File: src/hdl/aescc_ram.sv
// Generic single-write, single-read synchronous RAM with registered read.
// No dependencies.
`timescale 1ns / 1ps
module aescc_ram #(
  parameter int WIDTH = 128,
  parameter int DEPTH = 15
) (
  input  logic                     clk,
  input  logic                     we,
  input  logic [$clog2(DEPTH)-1:0] waddr,
  input  logic [WIDTH-1:0]         wdata,
  input  logic [$clog2(DEPTH)-1:0] raddr,
  output logic [WIDTH-1:0]         rdata
);
  logic [WIDTH-1:0] mem [DEPTH];

  always_ff @(posedge clk) begin
    if (we) begin
      mem[waddr] <= wdata;
    end
    rdata <= mem[raddr];
  end
endmodule
File: config.mk
export PLATFORM = sky130hd
export DESIGN_NAME = aescc_ram
export DESIGN_NICKNAME = d
export VERILOG_FILES = /design/src/hdl/aescc_ram.sv
export SDC_FILE = /design/constraint.sdc
export NUM_CORES = 2
export LEC_CHECK = 0
export CAP_MARGIN = 30
export CELL_PAD_IN_SITES_DETAIL_PLACEMENT = 1
export CELL_PAD_IN_SITES_GLOBAL_PLACEMENT = 1
export CORE_AREA = 2 2 392 394
export DETAILED_ROUTE_END_ITERATION = 10
export DIE_AREA = 0 0 394 396
export DONT_BUFFER_PORTS = 1
export PLACE_DENSITY_LB_ADDON = 0.05
export SLEW_MARGIN = 20
export SYNTH_ARGS = -nofsm -noshare
export SYNTH_HDL_FRONTEND = slang
export SYNTH_SLANG_ARGS = --single-unit
File: constraint.sdc
create_clock -name clk -period 14.9 [get_ports clk]
set_input_delay 2.235 -clock clk [delete_from_list [all_inputs] [get_ports clk]]
set_output_delay 2.235 -clock clk [all_outputs]
set_load 0.03 [all_outputs]
==> results.md <==
- Total GRT Usage: 24.1%
- Via count: 35800
- Syn nets: 3820
- Pint: 9.62 mW
- Commonest non-fill, non-tap cell in the layout: edfxtp_1
- Drt total wl: 188000 µm
- Initial antenna violation count: 2
- Max Cap Viol: 0
- Core area: 0.152 mm²
- Max Buffers Root-to-Sink: 3
- Register bit total from synthesis: 2048
- # clock sinks: 2048
- Layout area overhead: 11.9%
- Fin crit period: 4830 ps
- Worst Skew: 25.8 ps
- RSZ-0062 raised after global routing: no
- Post-CTS Resized: 0
- CP Data Required Time: 15320 ps
- Num rows: 143
- DR vias/cell: 6.01
- # setup viols final: 0
- Final Max Slew Viols: 0
- Clock slew at reported path FFs: 60 ps
- Outcome: complete, no violations
- Layout net count: 3889
- Worst Setup Start Kind: primary input
- R2R cell count: 3
- Worst Tran Pin Value: 1060 ps
- Pre-CTS setup slack: 9170 ps
- Setup Buffers After CTS: 0
- WL per Instance: 31.5 µm
- Switching Fraction: 20.6%
- Drt pass-1 iters: 6
- Chip Width: 394 µm
- Synth Instances: 3682
- Syn Std Cell Area: 0.0757 mm²
- Vias in the first global route: 38800
- Synth warnings: 0
- Comb power frac: 3.4%
- Most frequent cells in the layout: edfxtp_1, mux2i_1, mux4_2
- Height of the die: 396 µm
- Share of cells above drive strength 1: 17.0%
- WHS Path Cells: 2
- Clock share of power: 42.2%
- Worst Hold Class: register to register
- Gpl congestion: 0.721
- CTS tree: done
- Initial core utilization: 49.9%
- Synth cell types: 31
- Crit-path max FO: 47
- Die area: 0.156 mm²
- Io pins: 266
- Nature of the critical path endpoint: register
- Rel. slew slack: 29.1%
- Core Util, Final: 55.9%
- Final period util: 32.4%
- Register area share after synthesis: 79.6%
- Sequential power share: 54.4%
- Number of nets with antenna violations after routing: 0
- Leakage: 27.4 nW
- Peak VDD IR: 92.4 µV
- Hold_buf cts: 0
- Starting DRT DRC Count: 3231
- Count of input and output buffers: 0
- Psw: 2.50 mW
- Largest net degree at the start of global routing: 599
- Num CTS Buffers: 206
- Global-route wire length before repair: 272000 µm
- Fill count: 12900
- Fmax: 0.207 GHz
- CP arrival: 5250 ps
- Residual DRC count: 0
- Pwr Density: 143 mW/mm²
- Fin. Hold Viols: 0
- Total grt overflow: 0
- Crit Path Category: primary input to register
- Final hold slack: 544 ps
- Final worst slack: 10070 ps
- HPWL Detailed: 91800 µm
- Htree depth: 4
- Setup tns final: 0 ps
- Root Driver: clkbuf_16
- Clock Latency Late Sink: 820 ps
- Syn avg cell area: 20.5 µm²
## sequential cells by signal, indices dropped and copies added (netlist names)
signal	cells
mem	1920
rdata	128
## synthesized netlist by cell type (all sizes together)
cell type | instances | area, µm²
a31oi | 116 | 726
or3b | 1 | 8.76
nor2b | 1 | 6.26
inv | 2 | 7.50
a22oi | 128 | 961
o21ai | 116 | 581
clkbuf | 69 | 259
nand3b | 2 | 15.0
clkinv | 1 | 3.75
buf | 138 | 940
nand3 | 1 | 5.00
mux2i | 360 | 3600
a21oi | 12 | 60.1
dfxtp | 128 | 2560
or2 | 2 | 12.5
nand2b | 122 | 763
and2b | 1 | 7.51
nor3 | 4 | 20.0
nor2 | 32 | 123
edfxtp | 1920 | 57700
mux4 | 268 | 6040
nand2 | 130 | 488
o211ai | 12 | 90.1
o22ai | 116 | 726
## worst max-delay path, cell delays in order
cell,delay (ps)
nand3b_1,350
nor3_2,190
buf_4,670
buf_4,810
buf_4,870
## logic make-up after synthesis
logic type / synth area share, %
buffers and inverters: 1.60
AOI/OAI and AO/OA: 4.15
DFF: 79.6
and+or+nand+nor: 1.92
muxes: 12.7
## power groups by stage
stage	logic (mW)	registers, mW	clock network (mW)
after floorplan	0.328	6.68	0
final	0.412	6.59	5.12
after detailed placement	0.367	6.71	0
after global placement	0.358	6.70	0
after CTS	0.369	6.59	5.22
after global routing	0.445	6.60	5.43
## layer usage
metal	global-route usage (%)	part of all wire, %	up-vias
li1	-	-	15200
met1	33.7	44	19400
met2	39.2	48	956
met3	5.10	6.0	221
met4	6.01	1.9	0
met5	0	0	-
## path summary, 6_finish.rpt
kind	startpoint	end	slack [ps]
max	waddr[2]	mem[8][16]$_DFFE_PP_	10070
min	mem[14][87]$_DFFE_PP_	rdata[87]$_DFF_P_	540
min reg2reg	mem[14][87]$_DFFE_PP_	rdata[87]$_DFF_P_	540
max reg2reg	mem[5][53]$_DFFE_PP_	rdata[53]$_DFF_P_	13360
## per-stage QoR
stage          area (µm²)  instances  power (mW)
2_1_floorplan       75700       3682        7.01
3_3_place_gp        77600       5563        7.06
3_5_place_dp        77700       5566        7.08
4_1_cts             84500       5952        12.2
5_1_grt             84600       5959        12.5
6_report            84600       5960        12.1
## area by class of cell
cell class	count	area, µm²	area share [%]
sequential	2048	60200	71.1
multi-input combinational	1424	14400	17.0
clock buffer	309	6050	7.15
tap	2030	2540	3.00
timing repair buffer	68	758	0.896
clock inverter	77	698	0.825
inverter	3	18.8	0.0222
antenna	1	2.50	0.00296
Power figures use the tool's default switching activity.
